### config.mk
export PLATFORM = sky130hd
export DESIGN_NAME = knn_fingerprint_matcher
export DESIGN_NICKNAME = d
export VERILOG_FILES = /design/src/rtl/core/knn_pkg.sv /design/src/rtl/core/knn_table.sv /design/src/rtl/core/knn_isqrt.sv /design/src/rtl/core/knn_fingerprint_matcher.sv
export SDC_FILE = /design/constraint.sdc
export NUM_CORES = 2
export LEC_CHECK = 0
export ABC_AREA = 1
export BUFFER_PORTS_ARGS = -buffer_cell sky130_fd_sc_hd__buf_4
export CAP_MARGIN = 10
export CORE_ASPECT_RATIO = 2
export CORE_UTILIZATION = 40
export CTS_BUF_LIST = sky130_fd_sc_hd__clkbuf_4 sky130_fd_sc_hd__clkbuf_8
export DETAILED_ROUTE_END_ITERATION = 16
export HOLD_SLACK_MARGIN = 0.06
export PLACE_DENSITY = 0.52
export SYNTH_ARGS = -nofsm -noshare
export SYNTH_HDL_FRONTEND = slang
export SYNTH_SLANG_ARGS = --single-unit
### constraint.sdc
create_clock -name clk -period 10.5 [get_ports clk]
set_input_delay 0.525 -clock clk [delete_from_list [all_inputs] [get_ports clk]]
set_output_delay 0.525 -clock clk [all_outputs]
set_load 0.02 [all_outputs]
### src/rtl/core/knn_pkg.sv
// Package: shared types, codes and the default fingerprint library for the matcher.
package knn_pkg;

    localparam int TABLE_DEPTH = 64;
    localparam int DEFAULT_COUNT = 60;
    localparam int ADDR_W = 6;
    localparam int RI_W = 16;
    localparam int ABBE_W = 10;
    localparam int ENTRY_W = RI_W + ABBE_W;
    localparam int DIST_W = 35;
    localparam int ROOT_W = 18;
    localparam int CNT_W = 7;

    localparam logic [CNT_W-1:0] COUNT_MIN = 7'd3;
    localparam logic [CNT_W-1:0] COUNT_MAX = 7'd64;
    localparam logic [CNT_W-1:0] ENTRIES_RESET = 7'd60;
    localparam logic [9:0] FLOOR_RESET = 10'd150;

    localparam logic [DIST_W-1:0] WEIGHT_N = 35'd3;
    localparam logic [DIST_W-1:0] WEIGHT_V = 35'd10000;
    localparam logic [10:0] CONF_FULL = 11'd1000;
    localparam logic [ROOT_W-1:0] ROOT_LIMIT = 18'd5000;
    // ceil(2^16 / 5); exact floor(r / 5) for r below ROOT_LIMIT
    localparam logic [13:0] RECIP_5 = 14'd13108;

    typedef enum logic [1:0] {
        OP_WRITE = 2'd0,
        OP_READ  = 2'd1,
        OP_MATCH = 2'd2,
        OP_NONE  = 2'd3
    } op_t;

    localparam logic REG_ENTRIES = 1'b0;
    localparam logic REG_FLOOR   = 1'b1;

    typedef enum logic [3:0] {
        ST_IDLE,
        ST_WRITE,
        ST_READ,
        ST_SCAN,
        ST_DRAIN,
        ST_ROOT_START,
        ST_ROOT_WAIT,
        ST_CONF,
        ST_DONE
    } state_t;

    typedef struct packed {
        logic               we;
        logic [ADDR_W-1:0]  waddr;
        logic [ENTRY_W-1:0] wdata;
        logic               re;
        logic [ADDR_W-1:0]  raddr;
    } tbl_req_t;

    typedef struct packed {
        logic in_ready;
        logic tbl_we;
        logic tbl_re;
        logic scan_issue;
        logic root_start;
        logic out_load;
    } ctl_t;

    // Result word, first_index (the last field declared) in the lowest bits
    typedef struct packed {
        logic [6:0]         pad;
        logic               index_ok;
        logic [ABBE_W-1:0]  read_abbe;
        logic [RI_W-1:0]    read_refractive;
        logic               identified;
        logic [9:0]         confidence;
        logic [DIST_W-1:0]  third_distance;
        logic [DIST_W-1:0]  second_distance;
        logic [DIST_W-1:0]  first_distance;
        logic [ADDR_W-1:0]  third_index;
        logic [ADDR_W-1:0]  second_index;
        logic [ADDR_W-1:0]  first_index;
    } res_t;

    localparam logic [RI_W-1:0] DEFAULT_RI [TABLE_DEPTH] = '{
        16'd13330, 16'd13611, 16'd13284, 16'd13588, 16'd13776,
        16'd14961, 16'd13750, 16'd14244, 16'd13723, 16'd14735,
        16'd14324, 16'd14318, 16'd14677, 16'd14657, 16'd14778,
        16'd14483, 16'd14667, 16'd14035, 16'd14900, 16'd14580,
        16'd13509, 16'd13686, 16'd13780, 16'd13402, 16'd13635,
        16'd13900, 16'd14490, 16'd13997, 16'd13550, 16'd13505,
        16'd13490, 16'd13448, 16'd13380, 16'd13345, 16'd13460,
        16'd13443, 16'd14080, 16'd13355, 16'd13380, 16'd13450,
        16'd13345, 16'd14770, 16'd14305, 16'd13441, 16'd14070,
        16'd14459, 16'd14601, 16'd15011, 16'd14690, 16'd14780,
        16'd14650, 16'd14660, 16'd14460, 16'd14360, 16'd14030,
        16'd13750, 16'd13820, 16'd13840, 16'd14580, 16'd14600,
        16'd0, 16'd0, 16'd0, 16'd0
    };

    localparam logic [ABBE_W-1:0] DEFAULT_ABBE [TABLE_DEPTH] = '{
        10'd558, 10'd590, 10'd576, 10'd546, 10'd546,
        10'd306, 10'd568, 10'd401, 10'd538, 10'd469,
        10'd479, 10'd496, 10'd472, 10'd471, 10'd454,
        10'd483, 10'd460, 10'd586, 10'd500, 10'd490,
        10'd555, 10'd550, 10'd540, 10'd555, 10'd550,
        10'd545, 10'd490, 10'd530, 10'd550, 10'd552,
        10'd553, 10'd555, 10'd556, 10'd557, 10'd554,
        10'd555, 10'd520, 10'd556, 10'd555, 10'd552,
        10'd557, 10'd470, 10'd492, 10'd560, 10'd518,
        10'd410, 10'd364, 10'd302, 10'd440, 10'd450,
        10'd473, 10'd471, 10'd480, 10'd490, 10'd520,
        10'd540, 10'd530, 10'd525, 10'd495, 10'd490,
        10'd0, 10'd0, 10'd0, 10'd0
    };

endpackage

### src/rtl/core/knn_table.sv
// Fingerprint library memory with per-entry valid bits over the default library.
module knn_table
(
    input  logic                          clk,
    input  logic                          rst_n,
    input  knn_pkg::tbl_req_t             req,
    output logic [knn_pkg::ENTRY_W-1:0]   rdata
);

    logic [knn_pkg::ENTRY_W-1:0]     mem [knn_pkg::TABLE_DEPTH];
    logic [knn_pkg::TABLE_DEPTH-1:0] vld_reg;
    logic [knn_pkg::ENTRY_W-1:0]     q_reg;
    logic                            q_vld_reg;
    logic [knn_pkg::ADDR_W-1:0]      q_addr_reg;

    always_ff @(posedge clk)
    begin
        if (req.we)
        begin
            mem[req.waddr] <= req.wdata;
        end
        if (req.re)
        begin
            q_reg      <= mem[req.raddr];
            q_addr_reg <= req.raddr;
        end
    end

    always_ff @(posedge clk or negedge rst_n)
    begin
        if (!rst_n)
        begin
            vld_reg   <= '0;
            q_vld_reg <= 1'b0;
        end
        else
        begin
            if (req.we)
            begin
                vld_reg[req.waddr] <= 1'b1;
            end
            if (req.re)
            begin
                q_vld_reg <= vld_reg[req.raddr];
            end
        end
    end

    // Unwritten entries read as the default library
    assign rdata = q_vld_reg ? q_reg
                 : {knn_pkg::DEFAULT_ABBE[q_addr_reg], knn_pkg::DEFAULT_RI[q_addr_reg]};

endmodule

### src/rtl/core/knn_isqrt.sv
// Iterative integer square root, two radicand bits per cycle.
module knn_isqrt
(
    input  logic                         clk,
    input  logic                         rst_n,
    input  logic                         start,
    input  logic [knn_pkg::DIST_W-1:0]   radicand,
    output logic                         done,
    output logic [knn_pkg::ROOT_W-1:0]   root
);

    localparam logic [4:0] LAST_STEP = 5'(knn_pkg::ROOT_W - 1);

    logic                        busy_reg;
    logic                        done_reg;
    logic [4:0]                  cnt_reg;
    logic [2*knn_pkg::ROOT_W-1:0] x_reg;
    logic [20:0]                 rem_reg;
    logic [knn_pkg::ROOT_W-1:0]  root_reg;

    logic [20:0] rem_sh;
    logic [20:0] trial;
    logic        ge;

    assign rem_sh = {rem_reg[18:0], x_reg[2*knn_pkg::ROOT_W-1 -: 2]};
    assign trial  = {1'b0, root_reg, 2'b01};
    assign ge     = rem_sh >= trial;

    always_ff @(posedge clk)
    begin
        if (start)
        begin
            x_reg    <= {1'b0, radicand};
            rem_reg  <= '0;
            root_reg <= '0;
        end
        else if (busy_reg)
        begin
            x_reg    <= {x_reg[2*knn_pkg::ROOT_W-3:0], 2'b00};
            rem_reg  <= ge ? (rem_sh - trial) : rem_sh;
            root_reg <= {root_reg[knn_pkg::ROOT_W-2:0], ge};
        end
    end

    always_ff @(posedge clk or negedge rst_n)
    begin
        if (!rst_n)
        begin
            busy_reg <= 1'b0;
            done_reg <= 1'b0;
            cnt_reg  <= '0;
        end
        else
        begin
            done_reg <= 1'b0;
            if (start)
            begin
                busy_reg <= 1'b1;
                cnt_reg  <= '0;
            end
            else if (busy_reg)
            begin
                cnt_reg <= cnt_reg + 5'd1;
                if (cnt_reg == LAST_STEP)
                begin
                    busy_reg <= 1'b0;
                    done_reg <= 1'b1;
                end
            end
        end
    end

    assign done = done_reg;
    assign root = root_reg;

endmodule

### src/rtl/core/knn_fingerprint_matcher.sv
// Top level: fingerprint library with write, read and nearest-three match.
// A match reads the N effective entries through a three-stage distance pipeline, drains it,
// then runs 18 square root steps and a confidence step before the result is loaded.
// Throughput: one item at a time, s_tready low meanwhile. Reset: async active low;
// registers return to 60 / 150, the library reads as default.
module knn_fingerprint_matcher
(
    input  logic         clk,
    input  logic         rst_n,
    // Input transactions
    input  logic         s_tvalid,
    output logic         s_tready,
    input  logic [31:0]  s_tdata,   // entry_index[5:0], refractive_index[21:6], abbe_number[31:22]
    input  logic [1:0]   s_tuser,   // op[1:0]
    // Result transactions
    output logic         m_tvalid,
    input  logic         m_tready,
    output logic [167:0] m_tdata,   // first_index, second_index, third_index, first_distance,
                                    // second_distance, third_distance, confidence, identified,
                                    // read_refractive, read_abbe, index_ok, zero pad
    // Configuration writes
    input  logic         cfg_we,
    input  logic         cfg_index,
    input  logic [9:0]   cfg_data
);

    localparam int AW = knn_pkg::ADDR_W;
    localparam int DW = knn_pkg::DIST_W;

    // Sequencer
    knn_pkg::state_t state_reg, state_next;
    knn_pkg::ctl_t   ctl;

    // Configuration
    logic [knn_pkg::CNT_W-1:0] entries_reg;
    logic [9:0]                floor_reg;

    // Latched item
    knn_pkg::op_t               op_reg;
    logic [AW-1:0]              idx_reg;
    logic [knn_pkg::RI_W-1:0]   ri_reg;
    logic [knn_pkg::ABBE_W-1:0] ab_reg;
    logic [knn_pkg::CNT_W-1:0]  count_reg;
    logic [knn_pkg::CNT_W-1:0]  count_next;
    logic [knn_pkg::CNT_W-1:0]  scan_reg;

    // Distance pipeline
    logic          p1_valid_reg, p2_valid_reg, p3_valid_reg;
    logic [AW-1:0] p1_idx_reg, p2_idx_reg, p3_idx_reg;
    logic [31:0]   sqn_reg;
    logic [19:0]   sqv_reg;
    logic [DW-1:0] dist_reg;

    // Running top three
    logic [AW-1:0] best_idx_reg [3];
    logic [DW-1:0] best_d_reg   [3];
    logic [1:0]    filled_reg;

    logic [9:0]    conf_reg;
    logic          out_valid_reg;
    knn_pkg::res_t out_data_reg;

    logic                        accept;
    logic                        index_ok;
    knn_pkg::tbl_req_t           tbl_req;
    logic [knn_pkg::ENTRY_W-1:0] tbl_rdata;
    logic                        root_done;
    logic [knn_pkg::ROOT_W-1:0]  root;

    logic [knn_pkg::RI_W-1:0]   dn;
    logic [knn_pkg::ABBE_W-1:0] dv;
    logic [knn_pkg::RI_W-1:0]   tbl_ri;
    logic [knn_pkg::ABBE_W-1:0] tbl_ab;
    logic                       pos0, pos1, pos2;
    logic [26:0]                conf_prod;
    logic [9:0]                 conf_next;
    knn_pkg::res_t              res;

    assign accept   = s_tvalid && ctl.in_ready;
    assign s_tready = ctl.in_ready;
    assign index_ok = {1'b0, idx_reg} < count_reg;

    // Clamp the entry count into 3..64 at accept
    always_comb
    begin
        count_next = entries_reg;
        if (entries_reg > knn_pkg::COUNT_MAX)
        begin
            count_next = knn_pkg::COUNT_MAX;
        end
        if (entries_reg < knn_pkg::COUNT_MIN)
        begin
            count_next = knn_pkg::COUNT_MIN;
        end
    end

    // Next state
    always_comb
    begin
        state_next = state_reg;
        case (state_reg)
            knn_pkg::ST_IDLE:
            begin
                if (s_tvalid)
                begin
                    case (knn_pkg::op_t'(s_tuser))
                        knn_pkg::OP_WRITE: state_next = knn_pkg::ST_WRITE;
                        knn_pkg::OP_READ:  state_next = knn_pkg::ST_READ;
                        knn_pkg::OP_MATCH: state_next = knn_pkg::ST_SCAN;
                        default:           state_next = knn_pkg::ST_DONE;
                    endcase
                end
            end
            knn_pkg::ST_WRITE: state_next = knn_pkg::ST_DONE;
            knn_pkg::ST_READ:  state_next = knn_pkg::ST_DONE;
            knn_pkg::ST_SCAN:
            begin
                if (scan_reg == count_reg - 7'd1)
                begin
                    state_next = knn_pkg::ST_DRAIN;
                end
            end
            knn_pkg::ST_DRAIN:
            begin
                if (!p1_valid_reg && !p2_valid_reg && !p3_valid_reg)
                begin
                    state_next = knn_pkg::ST_ROOT_START;
                end
            end
            knn_pkg::ST_ROOT_START: state_next = knn_pkg::ST_ROOT_WAIT;
            knn_pkg::ST_ROOT_WAIT:
            begin
                if (root_done)
                begin
                    state_next = knn_pkg::ST_CONF;
                end
            end
            knn_pkg::ST_CONF: state_next = knn_pkg::ST_DONE;
            knn_pkg::ST_DONE:
            begin
                // Hold until the output register is free
                if (!out_valid_reg || m_tready)
                begin
                    state_next = knn_pkg::ST_IDLE;
                end
            end
            default: state_next = knn_pkg::ST_IDLE;
        endcase
    end

    // Sequencer outputs
    always_comb
    begin
        ctl = '0;
        case (state_reg)
            knn_pkg::ST_IDLE:       ctl.in_ready   = 1'b1;
            knn_pkg::ST_WRITE:      ctl.tbl_we     = index_ok;
            knn_pkg::ST_READ:       ctl.tbl_re     = 1'b1;
            knn_pkg::ST_SCAN:
            begin
                ctl.tbl_re     = 1'b1;
                ctl.scan_issue = 1'b1;
            end
            knn_pkg::ST_ROOT_START: ctl.root_start = 1'b1;
            knn_pkg::ST_DONE:       ctl.out_load   = !out_valid_reg || m_tready;
            default:                ctl = '0;
        endcase
    end

    always_comb
    begin
        tbl_req.we    = ctl.tbl_we;
        tbl_req.waddr = idx_reg;
        tbl_req.wdata = {ab_reg, ri_reg};
        tbl_req.re    = ctl.tbl_re;
        tbl_req.raddr = ctl.scan_issue ? scan_reg[AW-1:0] : idx_reg;
    end

    knn_table u_table
    (
        .clk   (clk),
        .rst_n (rst_n),
        .req   (tbl_req),
        .rdata (tbl_rdata)
    );

    knn_isqrt u_isqrt
    (
        .clk      (clk),
        .rst_n    (rst_n),
        .start    (ctl.root_start),
        .radicand (best_d_reg[0]),
        .done     (root_done),
        .root     (root)
    );

    assign tbl_ri = tbl_rdata[knn_pkg::RI_W-1:0];
    assign tbl_ab = tbl_rdata[knn_pkg::ENTRY_W-1:knn_pkg::RI_W];
    assign dn     = (ri_reg > tbl_ri) ? (ri_reg - tbl_ri) : (tbl_ri - ri_reg);
    assign dv     = (ab_reg > tbl_ab) ? (ab_reg - tbl_ab) : (tbl_ab - ab_reg);

    // Insertion position; a tie keeps the earlier (lower index) entry ahead
    assign pos0 = (filled_reg == 2'd0) || (dist_reg < best_d_reg[0]);
    assign pos1 = (filled_reg < 2'd2)  || (dist_reg < best_d_reg[1]);
    assign pos2 = (filled_reg < 2'd3)  || (dist_reg < best_d_reg[2]);

    // Confidence: 1000 - floor(root / 5), zero once root reaches 5000
    assign conf_prod = root[12:0] * knn_pkg::RECIP_5;
    assign conf_next = (root >= knn_pkg::ROOT_LIMIT) ? 10'd0
                     : 10'(knn_pkg::CONF_FULL - conf_prod[26:16]);

    // Compose the result; fields that mean nothing for the op stay zero
    always_comb
    begin
        res = '0;
        case (op_reg)
            knn_pkg::OP_WRITE: res.index_ok = index_ok;
            knn_pkg::OP_READ:
            begin
                res.index_ok = index_ok;
                if (index_ok)
                begin
                    res.read_refractive = tbl_ri;
                    res.read_abbe       = tbl_ab;
                end
            end
            knn_pkg::OP_MATCH:
            begin
                res.index_ok        = 1'b1;
                res.first_index     = best_idx_reg[0];
                res.second_index    = best_idx_reg[1];
                res.third_index     = best_idx_reg[2];
                res.first_distance  = best_d_reg[0];
                res.second_distance = best_d_reg[1];
                res.third_distance  = best_d_reg[2];
                res.confidence      = conf_reg;
                res.identified      = conf_reg >= floor_reg;
            end
            default: res = '0;
        endcase
    end

    // Payload registers
    always_ff @(posedge clk)
    begin
        if (accept)
        begin
            op_reg    <= knn_pkg::op_t'(s_tuser);
            idx_reg   <= s_tdata[5:0];
            ri_reg    <= s_tdata[21:6];
            ab_reg    <= s_tdata[31:22];
            count_reg <= count_next;
        end
        p1_idx_reg <= scan_reg[AW-1:0];
        p2_idx_reg <= p1_idx_reg;
        sqn_reg    <= dn * dn;
        sqv_reg    <= dv * dv;
        p3_idx_reg <= p2_idx_reg;
        dist_reg   <= DW'({3'b0, sqn_reg} * knn_pkg::WEIGHT_N)
                    + DW'({15'b0, sqv_reg} * knn_pkg::WEIGHT_V);
        if (state_reg == knn_pkg::ST_CONF)
        begin
            conf_reg <= conf_next;
        end
        if (ctl.out_load)
        begin
            out_data_reg <= res;
        end
        if (accept)
        begin
            for (int k = 0; k < 3; k++)
            begin
                best_idx_reg[k] <= '0;
                best_d_reg[k]   <= '0;
            end
        end
        else if (p3_valid_reg)
        begin
            if (pos0)
            begin
                best_idx_reg[2] <= best_idx_reg[1];
                best_d_reg[2]   <= best_d_reg[1];
                best_idx_reg[1] <= best_idx_reg[0];
                best_d_reg[1]   <= best_d_reg[0];
                best_idx_reg[0] <= p3_idx_reg;
                best_d_reg[0]   <= dist_reg;
            end
            else if (pos1)
            begin
                best_idx_reg[2] <= best_idx_reg[1];
                best_d_reg[2]   <= best_d_reg[1];
                best_idx_reg[1] <= p3_idx_reg;
                best_d_reg[1]   <= dist_reg;
            end
            else if (pos2)
            begin
                best_idx_reg[2] <= p3_idx_reg;
                best_d_reg[2]   <= dist_reg;
            end
        end
    end

    // Control registers
    always_ff @(posedge clk or negedge rst_n)
    begin
        if (!rst_n)
        begin
            state_reg     <= knn_pkg::ST_IDLE;
            entries_reg   <= knn_pkg::ENTRIES_RESET;
            floor_reg     <= knn_pkg::FLOOR_RESET;
            scan_reg      <= '0;
            filled_reg    <= '0;
            p1_valid_reg  <= 1'b0;
            p2_valid_reg  <= 1'b0;
            p3_valid_reg  <= 1'b0;
            out_valid_reg <= 1'b0;
        end
        else
        begin
            state_reg <= state_next;
            if (cfg_we)
            begin
                case (cfg_index)
                    knn_pkg::REG_ENTRIES: entries_reg <= cfg_data[knn_pkg::CNT_W-1:0];
                    knn_pkg::REG_FLOOR:   floor_reg   <= cfg_data;
                    default:              floor_reg   <= floor_reg;
                endcase
            end
            // Advance the scan address one entry per cycle
            if (accept)
            begin
                scan_reg <= '0;
            end
            else if (ctl.scan_issue)
            begin
                scan_reg <= scan_reg + 7'd1;
            end
            p1_valid_reg <= ctl.scan_issue;
            p2_valid_reg <= p1_valid_reg;
            p3_valid_reg <= p2_valid_reg;
            if (accept)
            begin
                filled_reg <= '0;
            end
            else if (p3_valid_reg && filled_reg != 2'd3)
            begin
                filled_reg <= filled_reg + 2'd1;
            end
            if (ctl.out_load)
            begin
                out_valid_reg <= 1'b1;
            end
            else if (m_tready)
            begin
                out_valid_reg <= 1'b0;
            end
        end
    end

    assign m_tvalid = out_valid_reg;
    assign m_tdata  = out_data_reg;

endmodule

==> summary.md <==
| Metric | Value |
|---|---|
| Outcome | finished with violations |
| Failing checks | max-capacitance violations, max-slew violations |
| Final GP Congestion | ~0.95 |
| Area occupied by multi-input gates | 41100 um^2 |
| Cells after synthesis | 10137 |
| Slowest stage delay, CP | 0.56 ns |
| Grt met2 use | 0.503 |
| Avg WL per Cell | 26.8 um |
| Arrival @ worst endpoint | roughly 11 ns |
| Largest net degree at the start of global routing | approximately 180 |
| Detailed-route via count | 80828 |
| Residual DRC | 0 |
| Die Span X | 380 um |
| Clock skew | 0.0960 ns |
| Synth Flop Type | edfxtp_1 |
| Clock Latency Late Sink | 1.04 ns |
| CP Launch Type | flip-flop |
| Async SR Flop Fraction | 0.0460 |
| Slowest-stage cell, CP | fa_1 |
| Die Y | 758 um |
| Max-Slew Margin vs Limit | -0.00277 |
| Crit-path max FO | 6 |
| Total Nets Final | 11556 |
| Drt first pass iters | 6 |
| GR Util met3 | 0.0326 |
| Crit. End Element | flip-flop |
| Per-instance average area after synthesis | 11.3 um^2 |
| Total GRT Usage | 0.270 |
| Hold Crit Class | input port to async pin |
| Worst endpoint required time | roughly 11 ns |
| Worst-Margin Slew | 1.50 ns |
| Vias in the first global route | 83430 |
| Setup Buffers After CTS | 0 |
| Setup CP Type | flip-flop to flip-flop |
| Distinct cell type count after synthesis | 72 |
| Max Cap Violations | 1 |
| Core area | 284000 um^2 |
| Post-route ant nets | 0 |
| Share of layout cells above drive strength 1 | 0.124 |
| Drt initial violations | 5890 |
| Root buf cell | clkbuf_8 |
| M1 GR Usage | 0.267 |
| CTS tree | yes |
| Sequential cell area | 67300 um^2 |
| CTS max path bufs | 4 |
| Util after Layout | 0.454 |
| Starting Density | 0.402 |
| CTS sink cnt | roughly 2300 |
| Die ar. | 288000 um^2 |
| Hpwl dp | approximately 270000 um |
| Final min period | 10.10 ns |
| Register area share after synthesis | 0.589 |
| Post-synth EDFFs | 2059 |
| # rows | 277 |
| Most Crowded Layer GR | met2 |
| Post-Route WL | ~390000 um |
| #FFs+latches synth | 2305 |
| Area grow syn2layout | 13.1% |
| Final setup fails | 0 |
| Max FFs per register | around 1700 |
| Num CTS Buffers | 330 |
| Final hold viol count | 0 |
| Setup_tns | 0 ns |
| First-pass GRT wire length | 565000 um |
| Crit share post-route | 0.962 |
| Grt ovf | 0 |
| Fin. max-slew vios | 1 |
| RSZ-0062 raised after global routing | no |
| FMAX | about 0.1 GHz |
| Fill cells | roughly 27000 |
| I/O Buffers | 212 |
| H-tree levels | 5 |
| Clock transition at path regs | 0.07 ns |
| Ports | 220 |
| Initial antenna violation count | 19 |
| YS warnings | 0 |
| Vias/cell | 5.51 |
| Netlist Area Pre-Place | 114000 um^2 |
## metal layers
layer | wire [um] | vias up
li1 | - | 36650
met1 | 131000 | 40618
met2 | 210000 | 2619
met3 | 17100 | 937
met4 | 35700 | 4
met5 | 27 | -
## cells by family after synthesis
| kind of cell | synth area share |
|---|---|
| AND/OR/NAND/NOR | 0.0982 |
| AO/OA/AOI/OAI | 0.123 |
| flip-flops | 0.589 |
| buffers and inverters | 0.0560 |
| adder cells (fa/ha/maj) | 0.119 |
| XOR/XNOR | 0.0139 |
| other | 0.0000328 |
| multiplexers | 0.0000877 |
## placed cells by master (no fill, tap or decap), types with 17 or more instances in the layout
master	Yosys	final
edfxtp_1	2059	2059
nor2_1	1428	1361
o21ai_0	1129	1128
inv_1	1083	1081
nand2_1	815	807
buf_4	24	585
ha_1	567	567
clkbuf_8	0	360
a21oi_1	360	359
nand3_1	355	352
fa_1	327	327
o211ai_1	246	246
o22ai_1	237	237
o221ai_1	217	217
dfxtp_1	140	140
xor2_1	116	116
clkbuf_4	0	104
dfrtp_1	98	98
nor2_4	2	63
clkinv_1	2	54
xnor2_1	53	53
diode_2	0	48
dlygate4sd3_1	0	48
clkinv_2	0	42
o21ai_1	41	39
nand4_1	35	35
nor3_1	34	34
or2_2	31	31
inv_2	31	29
a31oi_1	23	22
o21bai_1	20	19
o21a_1	18	18
nor2_2	12	18
nand2_2	12	18
a21o_1	17	17
## timing repair
item	in CTS	in global routing
endpoints found under the setup margin	0	10
endpoints found under the hold margin	97	0
gates resized for setup	0	7
hold buffers	49	0
## cell type report
type | instances | share of cell area
diodes | 48 | 0.000930
clock buffers | 464 | 0.0444
clock inverters | 118 | 0.00597
inverters | 1116 | 0.0326
multi-input cells | 6210 | 0.318
flip-flops and latches | 2305 | 0.521
well taps | 3766 | 0.0365
repair buffers | 649 | 0.0402
## critical path, delay by kind of cell (launching register included)
kind	cells	cell delay, ns
adders and majority gates	9	3.42
xor gates and xnor gates	2	0.41
and+or+nand+nor	11	1.79
AOI/OAI and AO/OA	12	2.44
buffers and inverters	11	1.41
DFF	1	0.49
## Yosys cell counts, types with 5 or more instances
cell type | number | area [um^2]
o21ai_1 | 41 | 205
nand2_1 | 815 | 3060
nand2_2 | 12 | 75.1
edfxtp_1 | 2059 | 61800
nor2_2 | 12 | 75.1
a221oi_1 | 8 | 70.1
clkbuf_1 | 371 | 1390
a21o_1 | 17 | 128
or2_1 | 6 | 37.5
o211ai_1 | 246 | 1850
inv_2 | 31 | 116
xor2_1 | 116 | 1020
o22ai_1 | 237 | 1480
or2_2 | 31 | 194
a21oi_1 | 360 | 1800
buf_2 | 97 | 485
a21boi_0 | 6 | 45.0
inv_1 | 1083 | 4070
o311ai_0 | 8 | 70.1
o2111ai_1 | 5 | 43.8
dfrtp_1 | 98 | 2450
o21ai_0 | 1129 | 5650
nand4_1 | 35 | 219
ha_1 | 567 | 7090
nor2_1 | 1428 | 5360
a31oi_1 | 23 | 144
o221ai_1 | 217 | 1900
a211oi_1 | 8 | 60.1
dfstp_2 | 8 | 210
nand3_1 | 355 | 1780
xnor2_1 | 53 | 464
dfxtp_1 | 140 | 2800
nor3_1 | 34 | 170
o21a_1 | 18 | 135
buf_4 | 24 | 180
nor4_1 | 11 | 68.8
buf_1 | 11 | 41.3
buf_6 | 8 | 90.1
fa_1 | 327 | 6550
o21ai_2 | 6 | 52.6
o21bai_1 | 20 | 150
## through the flow
stage	worst slack [ns]	instances	cell area (um^2)	hold WS [ns]
after floorplan	1.80	10146	114000	0.229
after global placement	0.0663	13996	122000	0.317
after detailed placement	0.120	13996	122000	0.312
after CTS	0.108	14627	129000	0.0822
after global routing	0.0503	14664	129000	0.144
final	0.400	14676	129000	0.181
## path summary, 6_finish.rpt
kind,from,to,slack [ns],cells past startpoint
worst min-delay path,rst_n,entries_reg[3],0.18,2
worst max-delay path,u_table.q_addr_reg[4],sqn_reg[24],0.40,45
min in group clk,cfg_we,entries_reg[2],0.19,4
worst min register to register,p1_idx_reg[2],p2_idx_reg[2],0.31,0
worst max register to register,u_table.q_addr_reg[4],sqn_reg[24],0.40,45
max in group asynchronous,rst_n,u_table.vld_reg[37],9.30,3
Power is not shown: default switching activity piles up to over one toggle a cycle in this logic, so the estimate is an artifact.
